===== config.mk =====
export PLATFORM = sky130hd
export DESIGN_NAME = two_class_detection_size_qualifier
export DESIGN_NICKNAME = d
export VERILOG_FILES = /design/src/rtl/tcq_pkg.sv /design/src/rtl/tcq_fifo.sv /design/src/rtl/tcq_front.sv /design/src/rtl/tcq_back.sv /design/src/rtl/two_class_detection_size_qualifier.sv
export SDC_FILE = /design/constraint.sdc
export NUM_CORES = 1
export LEC_CHECK = 0
export CAP_MARGIN = 20
export CORE_MARGIN = 4
export CORE_UTILIZATION = 60
export DETAILED_ROUTE_END_ITERATION = 10
export DONT_BUFFER_PORTS = 1
export PLACE_DENSITY_LB_ADDON = 0.1
export SLEW_MARGIN = 20
export SYNTH_ARGS = -nofsm -noshare
export SYNTH_HDL_FRONTEND = slang
export SYNTH_SLANG_ARGS = --single-unit

===== constraint.sdc =====
create_clock -name clk -period 7.8 [get_ports clk]
set_input_delay 1.56 -clock clk [delete_from_list [all_inputs] [get_ports clk]]
set_output_delay 1.56 -clock clk [all_outputs]
set_load 0.005 [all_outputs]

===== src/rtl/tcq_pkg.sv =====
// Package for the two-class detection size qualifier.
// Class codes, register indexes, reset values and shared types; no dependencies.
package tcq_pkg;

	localparam int PIXEL_BITS_DEF = 12;
	localparam int QUEUE_DEPTH    = 2;

	localparam int CFG_DATA_W = 16;
	localparam int REG_IDX_W  = 3;

	localparam logic [REG_IDX_W-1:0] REG_MIN_HEIGHT    = 3'd0;
	localparam logic [REG_IDX_W-1:0] REG_MIN_WIDTH     = 3'd1;
	localparam logic [REG_IDX_W-1:0] REG_MIN_SCORE     = 3'd2;
	localparam logic [REG_IDX_W-1:0] REG_FRAMES_NEEDED = 3'd3;
	localparam logic [REG_IDX_W-1:0] REG_REQUIRE_BOTH  = 3'd4;

	localparam int MIN_HEIGHT_RST = 120;
	localparam int MIN_WIDTH_RST  = 12;
	localparam logic [15:0] MIN_SCORE_RST     = 16'd19661;
	localparam logic [7:0]  FRAMES_NEEDED_RST = 8'd2;
	localparam logic        REQUIRE_BOTH_RST  = 1'b1;

	localparam logic [1:0] CLASS_RED   = 2'd1;
	localparam logic [1:0] CLASS_WHITE = 2'd2;

	localparam logic [7:0] STREAK_MAX = 8'hFF;

	typedef struct packed {
		logic red;
		logic white;
		logic empty;
		logic last;
	} tcq_kind_t;

	localparam int KIND_W = $bits(tcq_kind_t);

endpackage


===== src/rtl/tcq_fifo.sv =====
// Small register queue used between front and back and at the result side.
// Depends on nothing; DEPTH must be a power of two, at least two.
module tcq_fifo #(
	parameter int WIDTH = 8,
	parameter int DEPTH = 2
) (
	input  logic             clk,
	input  logic             arst_n,
	input  logic             push,
	input  logic [WIDTH-1:0] wr_data,
	output logic             full,
	input  logic             pop,
	output logic [WIDTH-1:0] rd_data,
	output logic             empty
);

	localparam int AW = $clog2(DEPTH);

	logic [WIDTH-1:0] mem_q [DEPTH];
	logic [AW-1:0]    wr_ptr_q, rd_ptr_q;
	logic [AW:0]      count_q;
	logic             do_push, do_pop;

	assign full    = (count_q == (AW+1)'(DEPTH));
	assign empty   = (count_q == '0);
	assign do_push = push && !full;
	assign do_pop  = pop && !empty;
	assign rd_data = mem_q[rd_ptr_q];

	always_ff @(posedge clk) begin
		if (do_push) begin
			mem_q[wr_ptr_q] <= wr_data;
		end
	end

	always_ff @(posedge clk or negedge arst_n) begin
		if (!arst_n) begin
			wr_ptr_q <= '0;
			rd_ptr_q <= '0;
			count_q  <= '0;
		end else begin
			if (do_push) begin
				wr_ptr_q <= wr_ptr_q + 1'b1;
			end
			if (do_pop) begin
				rd_ptr_q <= rd_ptr_q + 1'b1;
			end
			if (do_push && !do_pop) begin
				count_q <= count_q + 1'b1;
			end else if (do_pop && !do_push) begin
				count_q <= count_q - 1'b1;
			end
		end
	end

`ifndef ASSERT_OFF
	a_count_bound: assert property (@(posedge clk) disable iff (!arst_n)
		count_q <= (AW+1)'(DEPTH))
		else $error("queue count beyond depth");
	a_count_up: assert property (@(posedge clk) disable iff (!arst_n)
		(do_push && !do_pop) |=> count_q == $past(count_q) + 1'b1)
		else $error("queue count did not advance on push");
	a_count_down: assert property (@(posedge clk) disable iff (!arst_n)
		(do_pop && !do_push) |=> count_q == $past(count_q) - 1'b1)
		else $error("queue count did not drop on pop");
	a_ptr_gap: assert property (@(posedge clk) disable iff (!arst_n)
		(count_q != (AW+1)'(DEPTH)) |-> (wr_ptr_q - rd_ptr_q) == count_q[AW-1:0])
		else $error("queue pointers disagree with count");
`endif

endmodule


===== src/rtl/tcq_front.sv =====
// Front part: clamps box sizes, applies the score threshold, classifies, forms area.
// Depends on tcq_pkg.
module tcq_front
	import tcq_pkg::*;
#(
	parameter int PIXEL_BITS = PIXEL_BITS_DEF
) (
	input  logic [1:0]              class_code,
	input  logic [15:0]             score,
	input  logic signed [PIXEL_BITS:0] box_width,
	input  logic signed [PIXEL_BITS:0] box_height,
	input  logic                    frame_empty,
	input  logic                    last_in_frame,
	input  logic [15:0]             min_score,
	output tcq_kind_t               kind,
	output logic [PIXEL_BITS-1:0]   w,
	output logic [PIXEL_BITS-1:0]   h,
	output logic [2*PIXEL_BITS-1:0] area
);

	logic hit;

	assign w   = box_width[PIXEL_BITS]  ? '0 : box_width[PIXEL_BITS-1:0];
	assign h   = box_height[PIXEL_BITS] ? '0 : box_height[PIXEL_BITS-1:0];
	assign hit = (score >= min_score);

	assign area = (2*PIXEL_BITS)'(w) * (2*PIXEL_BITS)'(h);

	always_comb begin
		kind.red   = hit && (class_code == CLASS_RED);
		kind.white = hit && (class_code == CLASS_WHITE);
		kind.empty = frame_empty;
		kind.last  = last_in_frame;
	end

endmodule


===== src/rtl/tcq_back.sv =====
// Back part: keeps the largest box per class, judges the frame, updates the streak.
// Depends on tcq_pkg.
module tcq_back
	import tcq_pkg::*;
#(
	parameter int PIXEL_BITS = PIXEL_BITS_DEF
) (
	input  logic                    clk,
	input  logic                    arst_n,
	input  logic                    in_valid,
	input  tcq_kind_t               kind,
	input  logic [PIXEL_BITS-1:0]   w,
	input  logic [PIXEL_BITS-1:0]   h,
	input  logic [2*PIXEL_BITS-1:0] area,
	output logic                    take,
	input  logic [PIXEL_BITS-1:0]   min_height,
	input  logic [PIXEL_BITS-1:0]   min_width,
	input  logic [7:0]              frames_needed,
	input  logic                    require_both,
	input  logic                    out_full,
	output logic                    res_push,
	output logic                    res_pass,
	output logic                    res_good,
	output logic [7:0]              res_streak,
	output logic [PIXEL_BITS-1:0]   res_red_w,
	output logic [PIXEL_BITS-1:0]   res_red_h,
	output logic [PIXEL_BITS-1:0]   res_white_w,
	output logic [PIXEL_BITS-1:0]   res_white_h
);

	logic [PIXEL_BITS-1:0]   red_w_q, red_h_q, white_w_q, white_h_q;
	logic [2*PIXEL_BITS-1:0] red_area_q, white_area_q;
	logic [7:0]              streak_q;

	logic                    red_hit, white_hit, red_big, white_big, good, frame_end;
	logic [PIXEL_BITS-1:0]   red_w_n, red_h_n, white_w_n, white_h_n;
	logic [7:0]              streak_inc, streak_n;

	assign take      = in_valid && !out_full;
	assign frame_end = kind.empty || kind.last;
	assign res_push  = take && frame_end;

	assign red_hit   = kind.red   && (area > red_area_q);
	assign white_hit = kind.white && (area > white_area_q);

	assign red_w_n   = red_hit   ? w : red_w_q;
	assign red_h_n   = red_hit   ? h : red_h_q;
	assign white_w_n = white_hit ? w : white_w_q;
	assign white_h_n = white_hit ? h : white_h_q;

	assign red_big   = (red_w_n >= min_width) && (red_h_n >= min_height);
	assign white_big = (white_w_n >= min_width) && (white_h_n >= min_height);
	assign good      = require_both ? (red_big && white_big) : (red_big || white_big);

	assign streak_inc = (streak_q == STREAK_MAX) ? streak_q : streak_q + 8'd1;
	assign streak_n   = good ? streak_inc : 8'd0;

	always_comb begin
		if (kind.empty) begin
			res_pass    = 1'b0;
			res_good    = 1'b0;
			res_streak  = '0;
			res_red_w   = '0;
			res_red_h   = '0;
			res_white_w = '0;
			res_white_h = '0;
		end else begin
			res_pass    = good && (streak_n >= frames_needed);
			res_good    = good;
			res_streak  = streak_n;
			res_red_w   = red_w_n;
			res_red_h   = red_h_n;
			res_white_w = white_w_n;
			res_white_h = white_h_n;
		end
	end

	always_ff @(posedge clk or negedge arst_n) begin
		if (!arst_n) begin
			red_w_q      <= '0;
			red_h_q      <= '0;
			red_area_q   <= '0;
			white_w_q    <= '0;
			white_h_q    <= '0;
			white_area_q <= '0;
			streak_q     <= '0;
		end else if (take) begin
			if (frame_end) begin
				red_w_q      <= '0;
				red_h_q      <= '0;
				red_area_q   <= '0;
				white_w_q    <= '0;
				white_h_q    <= '0;
				white_area_q <= '0;
				streak_q     <= kind.empty ? 8'd0 : streak_n;
			end else begin
				if (red_hit) begin
					red_w_q    <= w;
					red_h_q    <= h;
					red_area_q <= area;
				end
				if (white_hit) begin
					white_w_q    <= w;
					white_h_q    <= h;
					white_area_q <= area;
				end
			end
		end
	end

`ifndef ASSERT_OFF
	a_pass_good: assert property (@(posedge clk) disable iff (!arst_n)
		(res_push && res_pass) |-> res_good)
		else $error("pass without a good frame");
	a_bad_streak: assert property (@(posedge clk) disable iff (!arst_n)
		(res_push && !res_good) |-> (res_streak == 8'd0))
		else $error("streak kept on a bad frame");
	a_clear_end: assert property (@(posedge clk) disable iff (!arst_n)
		res_push |=> (red_area_q == '0) && (white_area_q == '0))
		else $error("kept boxes not cleared at frame end");
	a_stall_hold: assert property (@(posedge clk) disable iff (!arst_n)
		!take |=> $stable(streak_q) && $stable(red_area_q) && $stable(white_area_q))
		else $error("state moved without a transaction");
`endif

endmodule


===== src/rtl/two_class_detection_size_qualifier.sv =====
// Top level of the two-class detection size qualifier.
// Depends on tcq_pkg, tcq_front, tcq_fifo and tcq_back.
//
// Usage:
//   Detections enter through a queue-like port: an input transaction completes
//   at a rising edge with push high and full low. One result per frame leaves
//   through a queue-like port: it is on the result ports while empty is low and
//   is taken at a rising edge with pop high and empty low. Configuration is
//   written through reg_index / write_data at an edge with write_en high; unknown
//   indexes are ignored. The user writes only while the block is idle (unchecked).
// Timing:
//   One detection per cycle is accepted while full is low. The front classifies and
//   forms the box area in the accept cycle and writes a two-entry queue; the back
//   takes one entry per cycle from it while the result queue has room. A result
//   enters the result queue when the back takes the entry that ends its frame.
// Reset and stall:
//   Reset empties both queues, clears the kept boxes and the streak and loads the
//   register defaults. When the receiver stops popping, the two-entry result queue
//   fills, the back holds, the middle queue fills and full rises.
module two_class_detection_size_qualifier
	import tcq_pkg::*;
#(
	parameter int PIXEL_BITS = PIXEL_BITS_DEF
) (
	input  logic                       clk,
	input  logic                       arst_n,
	input  logic                       push,
	output logic                       full,
	input  logic [1:0]                 class_code,
	input  logic [15:0]                score,
	input  logic signed [PIXEL_BITS:0] box_width,
	input  logic signed [PIXEL_BITS:0] box_height,
	input  logic                       frame_empty,
	input  logic                       last_in_frame,
	input  logic                       pop,
	output logic                       empty,
	output logic                       pass,
	output logic                       frame_good,
	output logic [7:0]                 streak,
	output logic [PIXEL_BITS-1:0]      red_width,
	output logic [PIXEL_BITS-1:0]      red_height,
	output logic [PIXEL_BITS-1:0]      white_width,
	output logic [PIXEL_BITS-1:0]      white_height,
	input  logic                       write_en,
	input  logic [REG_IDX_W-1:0]       reg_index,
	input  logic [CFG_DATA_W-1:0]      write_data
);

	localparam int PB    = PIXEL_BITS;
	localparam int MID_W = KIND_W + 4*PB;
	localparam int RES_W = 10 + 4*PB;

	logic [PB-1:0] min_height_q, min_width_q;
	logic [15:0]   min_score_q;
	logic [7:0]    frames_needed_q;
	logic          require_both_q;

	tcq_kind_t     f_kind, b_kind;
	logic [PB-1:0] f_w, f_h, b_w, b_h;
	logic [2*PB-1:0] f_area, b_area;

	logic [MID_W-1:0] mid_wr, mid_rd;
	logic             mid_empty, b_take;

	logic             res_push, res_pass, res_good, out_full;
	logic [7:0]       res_streak;
	logic [PB-1:0]    res_red_w, res_red_h, res_white_w, res_white_h;
	logic [RES_W-1:0] res_wr, res_rd;

	always_ff @(posedge clk or negedge arst_n) begin
		if (!arst_n) begin
			min_height_q    <= PB'(MIN_HEIGHT_RST);
			min_width_q     <= PB'(MIN_WIDTH_RST);
			min_score_q     <= MIN_SCORE_RST;
			frames_needed_q <= FRAMES_NEEDED_RST;
			require_both_q  <= REQUIRE_BOTH_RST;
		end else if (write_en) begin
			case (reg_index)
				REG_MIN_HEIGHT:    min_height_q    <= write_data[PB-1:0];
				REG_MIN_WIDTH:     min_width_q     <= write_data[PB-1:0];
				REG_MIN_SCORE:     min_score_q     <= write_data[15:0];
				REG_FRAMES_NEEDED: frames_needed_q <= write_data[7:0];
				REG_REQUIRE_BOTH:  require_both_q  <= write_data[0];
				default: begin
				end
			endcase
		end
	end

	tcq_front #(.PIXEL_BITS(PB)) u_front (
		.class_code    (class_code),
		.score         (score),
		.box_width     (box_width),
		.box_height    (box_height),
		.frame_empty   (frame_empty),
		.last_in_frame (last_in_frame),
		.min_score     (min_score_q),
		.kind          (f_kind),
		.w             (f_w),
		.h             (f_h),
		.area          (f_area)
	);

	assign mid_wr = {f_kind, f_w, f_h, f_area};

	tcq_fifo #(.WIDTH(MID_W), .DEPTH(QUEUE_DEPTH)) u_mid_q (
		.clk     (clk),
		.arst_n  (arst_n),
		.push    (push),
		.wr_data (mid_wr),
		.full    (full),
		.pop     (b_take),
		.rd_data (mid_rd),
		.empty   (mid_empty)
	);

	assign b_kind = tcq_kind_t'(mid_rd[MID_W-1 -: KIND_W]);
	assign b_w    = mid_rd[4*PB-1 -: PB];
	assign b_h    = mid_rd[3*PB-1 -: PB];
	assign b_area = mid_rd[2*PB-1:0];

	tcq_back #(.PIXEL_BITS(PB)) u_back (
		.clk           (clk),
		.arst_n        (arst_n),
		.in_valid      (!mid_empty),
		.kind          (b_kind),
		.w             (b_w),
		.h             (b_h),
		.area          (b_area),
		.take          (b_take),
		.min_height    (min_height_q),
		.min_width     (min_width_q),
		.frames_needed (frames_needed_q),
		.require_both  (require_both_q),
		.out_full      (out_full),
		.res_push      (res_push),
		.res_pass      (res_pass),
		.res_good      (res_good),
		.res_streak    (res_streak),
		.res_red_w     (res_red_w),
		.res_red_h     (res_red_h),
		.res_white_w   (res_white_w),
		.res_white_h   (res_white_h)
	);

	assign res_wr = {res_pass, res_good, res_streak,
		res_red_w, res_red_h, res_white_w, res_white_h};

	tcq_fifo #(.WIDTH(RES_W), .DEPTH(QUEUE_DEPTH)) u_res_q (
		.clk     (clk),
		.arst_n  (arst_n),
		.push    (res_push),
		.wr_data (res_wr),
		.full    (out_full),
		.pop     (pop),
		.rd_data (res_rd),
		.empty   (empty)
	);

	assign pass         = res_rd[RES_W-1];
	assign frame_good   = res_rd[RES_W-2];
	assign streak       = res_rd[RES_W-3 -: 8];
	assign red_width    = res_rd[4*PB-1 -: PB];
	assign red_height   = res_rd[3*PB-1 -: PB];
	assign white_width  = res_rd[2*PB-1 -: PB];
	assign white_height = res_rd[PB-1:0];

endmodule

* Word-level counts from Yosys, hierarchy flattened
Memories as Yosys holds them, arrays and structs flattened.
Cells that the tools add are included.
** Storage, ports and cells
- Logic and storage cells :: 122
- Register bits :: 161
- Output and inout bits :: 60
- Memory bits (writable) :: 220
- Bits of input ports :: 70
- Memories :: 2
** Memories
- u_res_q.mem_q :: depth 2, width 58, read ports 1, clocked after memory_dff 0, write ports 1, line tcq_fifo.sv:19 : logic [WIDTH-1:0] mem_q [DEPTH];
- u_mid_q.mem_q :: depth 2, width 52, read ports 1, clocked after memory_dff 0, write ports 1, line tcq_fifo.sv:19
** Operators by class
- Multipliers :: 1
- Reduce and logical (&&, ||, !) cells :: 43
- Equal/unequal tests :: 9
- $add $sub $neg :: 9
- Mux-type cells :: 32
- Magnitude comparators :: 8
** Operators with widths (number)
- two-way mux 12 bit :: 14
- two-way mux 24 bit :: 4
- >= comparator 12 bit :: 4
- > comparator 24 bit :: 2
- multiplier 12 x 12 -> 24 bit :: 1
- two-way mux 8 bit :: 3
- logical AND 1 bit :: 18
- >= comparator 16 bit :: 1
- AND reduction 2 bit :: 8
- adder 8 x 1 -> 8 bit, second input constant :: 1
- equality test 8 bit, second input constant :: 1
- >= comparator 8 bit :: 1
- logical NOT 1 bit :: 8
- two-way mux 2 bit :: 4
- nonzero test 2 bit :: 4
- two-way mux 1 bit :: 7
- equality test 2 bit, second input constant :: 3
- equality test 3 x 2 -> 1 bit, second input constant :: 2
- adder 1 bit, second input constant :: 4
- adder 2 x 1 -> 2 bit, second input constant :: 2
- logical NOT 2 bit :: 2
- subtractor 2 x 1 -> 2 bit, second input constant :: 2
- equality test 3 x 1 -> 1 bit, second input constant :: 1
- equality test 3 bit, second input constant :: 1
- other kinds (3) :: 4

* Depth between registers and ports, before layout
An unclocked memory read counts as a cell.
- Depth after elaboration :: 12
- Gate-level depth with buffers :: 35
- Gate-level depth less buffers :: 28

* Hierarchy
Synthesis repeated with hierarchy kept, for this count alone.
** Unflattened totals
- Cell total of the unflattened synthesis :: 1886
- Area total of the unflattened synthesis :: 23364.9 um^2
** By module, submodules not included
- tcq_back :: area each 7616.1 um^2, cells an instance 738, sequential area each 2602.5 um^2, times used 1
- tcq_front :: area each 5193.7 um^2, cells an instance 659, sequential area each 0.0 um^2, times used 1
- tcq_fifo (u_res_q) :: area each 4428.0 um^2, cells an instance 200, sequential area each 3583.4 um^2, times used 1
- tcq_fifo (u_mid_q) :: area each 4200.3 um^2, cells an instance 181, sequential area each 3223.1 um^2, times used 1
- two_class_detection_size_qualifier :: area each 1926.8 um^2, cells an instance 108, sequential area each 1246.2 um^2, times used 1

* Worst setup path after synthesis
OpenSTA, ideal clock, no wires.
- Kind :: input -> register
- Start :: input port box_width[12]
- End :: memory u_mid_q.mem_q[0][22] (netlist name), data pin
- Buffers on the path :: 2
- Setup time :: 0.264 ns
- Required time :: 7.536 ns
- Arrival time :: 6.519 ns
- Setup slack :: 1.018 ns
- Stages :: 20
- Cells stage by stage :: clkbuf_1 -> nand2b_1 -> inv_1 -> clkbuf_1 -> nand2_1 -> fa_1 -> inv_1 -> fa_1 -> inv_1 -> fa_1 -> inv_1 -> fa_1 -> fa_1 -> ha_1 -> nor2_1 -> a2111oi_0 -> nor3_1 -> o31ai_1 -> a41oi_1 -> xnor2_1
** Between the ends
- Word-level cells in the longest chain between the ends :: 2
** Ends and longest elaborated chain
- from (decl) :: line two_class_detection_size_qualifier.sv:31 : input logic signed [PIXEL_BITS:0] box_width,
- two-way mux 12 bit :: line tcq_front.sv:23 : assign w = box_width[PIXEL_BITS] ? '0 : box_width[PIXEL_BITS-1:0];
- named net f_w[5] :: line two_class_detection_size_qualifier.sv:59 : logic [PB-1:0] f_w, f_h, b_w, b_h;
- multiplier 12 x 12 -> 24 bit :: line tcq_front.sv:27 : assign area = (2*PIXEL_BITS)'(w) * (2*PIXEL_BITS)'(h);
- named net f_area[22] :: line two_class_detection_size_qualifier.sv:60 : logic [2*PB-1:0] f_area, b_area;
- to (decl) :: line tcq_fifo.sv:19
The timed path passes the listed nets, and every way through them passes these cells.

* Final worst setup path
- Start :: register u_mid_q.rd_ptr_q
- End :: memory u_res_q.mem_q[0][57] (netlist name), data pin
** Between the ends
- Word-level cells in the longest chain between the ends :: 12
- Elaborated cells between the ends (all ways) :: 22
- Classes of those cells :: 7 x order compare; 7 x mux; 7 x reduce/logical; 1 x memory
** Ends and longest elaborated chain
- from (decl) :: line tcq_fifo.sv:20 : logic [AW-1:0] wr_ptr_q, rd_ptr_q;
- from (signal assigned) :: line tcq_fifo.sv:46 : rd_ptr_q <= rd_ptr_q + 1'b1;
- memory read (2 x 52 bit) (*)
- > comparator 24 bit (on tied branches) :: line tcq_back.sv:43, tcq_back.sv:44
- logical AND 1 bit (on tied branches) :: line tcq_back.sv:43, tcq_back.sv:44
- two-way mux 12 bit (on tied branches)
- >= comparator 12 bit (on tied branches) :: line tcq_back.sv:51, tcq_back.sv:52
- logical AND 1 bit (on tied branches) :: line tcq_back.sv:51, tcq_back.sv:52
- logical OR 1 bit or logical AND 1 bit (tied branches) :: line tcq_back.sv:53 : assign good = require_both ? (red_big && white_big) : (red_big || white_big);
- two-way mux 1 bit :: line tcq_back.sv:53
- two-way mux 8 bit :: line tcq_back.sv:56 : assign streak_n = good ? streak_inc : 8'd0;
- >= comparator 8 bit :: line tcq_back.sv:68 : res_pass = good && (streak_n >= frames_needed);
- logical AND 1 bit :: line tcq_back.sv:68
- two-way mux 1 bit (*) :: line tcq_back.sv:59 : if (kind.empty) begin
- named net res_pass :: line two_class_detection_size_qualifier.sv:65 : logic res_push, res_pass, res_good, out_full;
- to (decl) :: line tcq_fifo.sv:19
Mark *: on every way through the listed nets, which the timed path passes. The rest lies on a longest branch.

==> metrics.txt <==
crit-path max FO 41; Setup Buffers After CTS 0; Final Util 0.656; die area ~0.046 mm^2; number of top-level pins 130; Design Area, Final ~0.027 mm^2; largest net degree at the start of global routing approximately 160; Synth area leaders edfxtp_1 (26%), dfrtp_1 (14%), ha_1 (9.2%); CTS H-Tree Depth 2; pwr/cell area around 380 mW/mm^2; DR vias/cell ~6.3; Initial DRC Count 1800; total chip power a little over 10 mW; synthesized area per cell 10.3 um^2; leading area contributor after synthesis edfxtp_1; CTS root buf clkbuf_16; Placeable Area just over 0.04 mm^2; Tot GR Track Use 0.295; RePlAce Congestion ~0.92; n_diodes 0; Max Cap Violations 0; cell count of the worst reg-to-reg path 26; CP Class reg -> reg; Site Rows 74; clock-pin slew on the worst setup and hold paths around 60 ps; WL per Instance about 23 um; relative slew slack 0.285; CTS Buffer Depth 3; cell with the most instances after synthesis nand2_1; Filler Cell Count ~3.2k; Yosys top cell area share 0.261; Crit path required time 8120 ps; Synth top cells by count nand2_1 (347), inv_1 (243), edfxtp_1 (220), ha_1 (185), o21ai_0 (148); fmax approximately 140 MHz; residual DRC count 0; Synthesis Warnings 0; RSZ-0062 raised after global routing no; Reg area between 0.01 and 0.015 mm^2; number of synthesized flops with an enable pin between 200 and 250; count of input and output buffers 0; post-route clock period utilization 0.908; sequential fraction of the synthesis area 0.421; CTS tree done; setup violators final 0; via count of the first global-routing pass 18.1k; static leakage between 10 and 15 nW; status complete, no violations; worst-margin pin slew 1070 ps; vias 18.6k; initial antenna violation count 0; first-pass GRT wire length between 100000 and 150000 um; hold path depth 2; First-pass DRT Iterations 6; Post-DRT Antenna Nets 0; grt ovf 0; Seq cells post-synth roughly 380; number of distinct library cells after synthesis between 60 and 70; Final Hold Vio Count 0; async set-or-reset flop fraction in the synthesized netlist 0.423; syn nets around 2.8k; area of placed instances 0.0258 mm^2; NumNets Final 2751; DIE HEIGHT 213 um; Slew Viols, Final 0; Initial Utilization 0.613; final worst setup slack 715 ps; Total Routed Length 66800 um; pre-CTS WS between 600 and 700 ps; clk sinks approximately 380; Skew-Pair Late Insertion Delay 570 ps; Max rail drop VDD 0.204 mV; Resized cells post-CTS 0; Hold WC Path Type reg -> reg; Die Wd ~210 um; Mapped Cells 2466; CTS Buf Count between 40 and 50; area delta synth->final 7.11%; CP startpoint kind register; DP Wirelength 48100 um; crit path time final between 7000 and 8000 ps; Setup Total Neg Slack 0 ps; Multi-input gate area between 0.01 and 0.015 mm^2; layout cells sized above 1 0.133; Synth Cell Area around 0.025 mm^2; endpoint class of the critical path register; hold-fix buffers at CTS 0; CP Data Arrival Time 7410 ps; dominant synthesized flop cell edfxtp_1; Worst Skew 30.9 ps
-- worst paths after layout --
check / start / endpoint / slack, ps
setup / recovery: u_mid_q.rd_ptr_q / u_res_q.mem_q[0][57] / 720
hold / removal: min_score_q[3] / min_score_q[3] / 510
setup reg to reg: u_mid_q.rd_ptr_q / u_res_q.mem_q[0][57] / 720
hold reg to reg: min_score_q[3] / min_score_q[3] / 510
max in group asynchronous: arst_n / u_back.red_h_q[7] / 6680
min in group asynchronous: arst_n / min_score_q[5] / 690
-- sequential cells by signal, indices dropped and copies added (netlist names), 16 cells and up --
register,count
u_back.red_area_q,24
u_back.white_area_q,24
min_score_q,16
u_res_q.mem_q,116
u_mid_q.mem_q,104
-- final cells by class --
class | instances | share of cell area
inverters | 254 | 0.0352
clock inverters | 23 | 0.00827
multi-input cells | 1681 | 0.487
well taps | 532 | 0.0246
repair buffers | 37 | 0.0112
clock buffers | 52 | 0.0405
flip-flops and latches | 381 | 0.393
-- layout by cell type, fill, tap and decap left out, types with 31 or more instances in the layout --
master / instances
nand2_1: 347
inv_1: 243
edfxtp_1: 220
ha_1: 185
o21ai_0: 148
dfrtp_1: 143
mux2_2: 140
fa_1: 100
nor2_1: 93
a21oi_1: 81
nand3_1: 69
nand4_1: 59
mux2i_1: 54
o211ai_1: 50
a41oi_1: 49
a31o_2: 44
clkbuf_16: 42
buf_4: 35
nand2b_1: 32
a21o_1: 31
-- metal layers --
layer / track usage / up-vias / wire length, um / share of wire
met3: 0.0450 / 116 / 4590 / 0.069
met1: 0.406 / 9170 / 27300 / 0.41
met4: 0.0898 / 0 / 2210 / 0.033
li1: - / 8571 / - / -
met2: 0.490 / 717 / 32800 / 0.49
met5: 0 / - / 0 / 0
-- power breakdown --
part           internal [mW]  switching, mW
combinational           1.76           3.29
clock                   1.13          0.798
sequential              3.01          0.329
-- cell families after synthesis --
group	after synthesis	synth area share
xor gates and xnor gates	30	0.0104
buffers and inverters	404	0.0625
AOI/OAI and AO/OA	504	0.133
muxes	196	0.0845
DFF	381	0.421
and+or+nand+nor	665	0.118
adders and majority gates	286	0.171
-- critical path, cell delays in order (launching register included) --
cell and delay (ps):
dfrtp_4 790, mux2_2 450, ha_1 300, and3_1 200
nand4_1 170, or3_1 450, a21oi_1 300, nand4bb_1 450
and2_4 490, a21o_1 180, ha_1 220, nand2b_1 130
a2111oi_0 430, a211o_1 180, a311oi_1 90, o211ai_1 270
maj3_1 250, buf_4 200, nor2_1 70, ha_1 270
a21o_1 160, a21o_1 180, a21oi_1 130, nor2b_1 60
o21ai_0 140, a21oi_1 90, o21ba_2 210
-- metrics by stage --
| stage | std cells | hold slack (ps) |
|---|---|---|
| 2_1_floorplan | 2466 | 460 |
| 3_3_place_gp | 2885 | 493 |
| 3_5_place_dp | 2885 | 501 |
| 4_1_cts | 2960 | 513 |
| 5_1_grt | 2960 | 537 |
| 6_report | 2960 | 508 |
No activity file was read; power rests on OpenSTA's default activity.
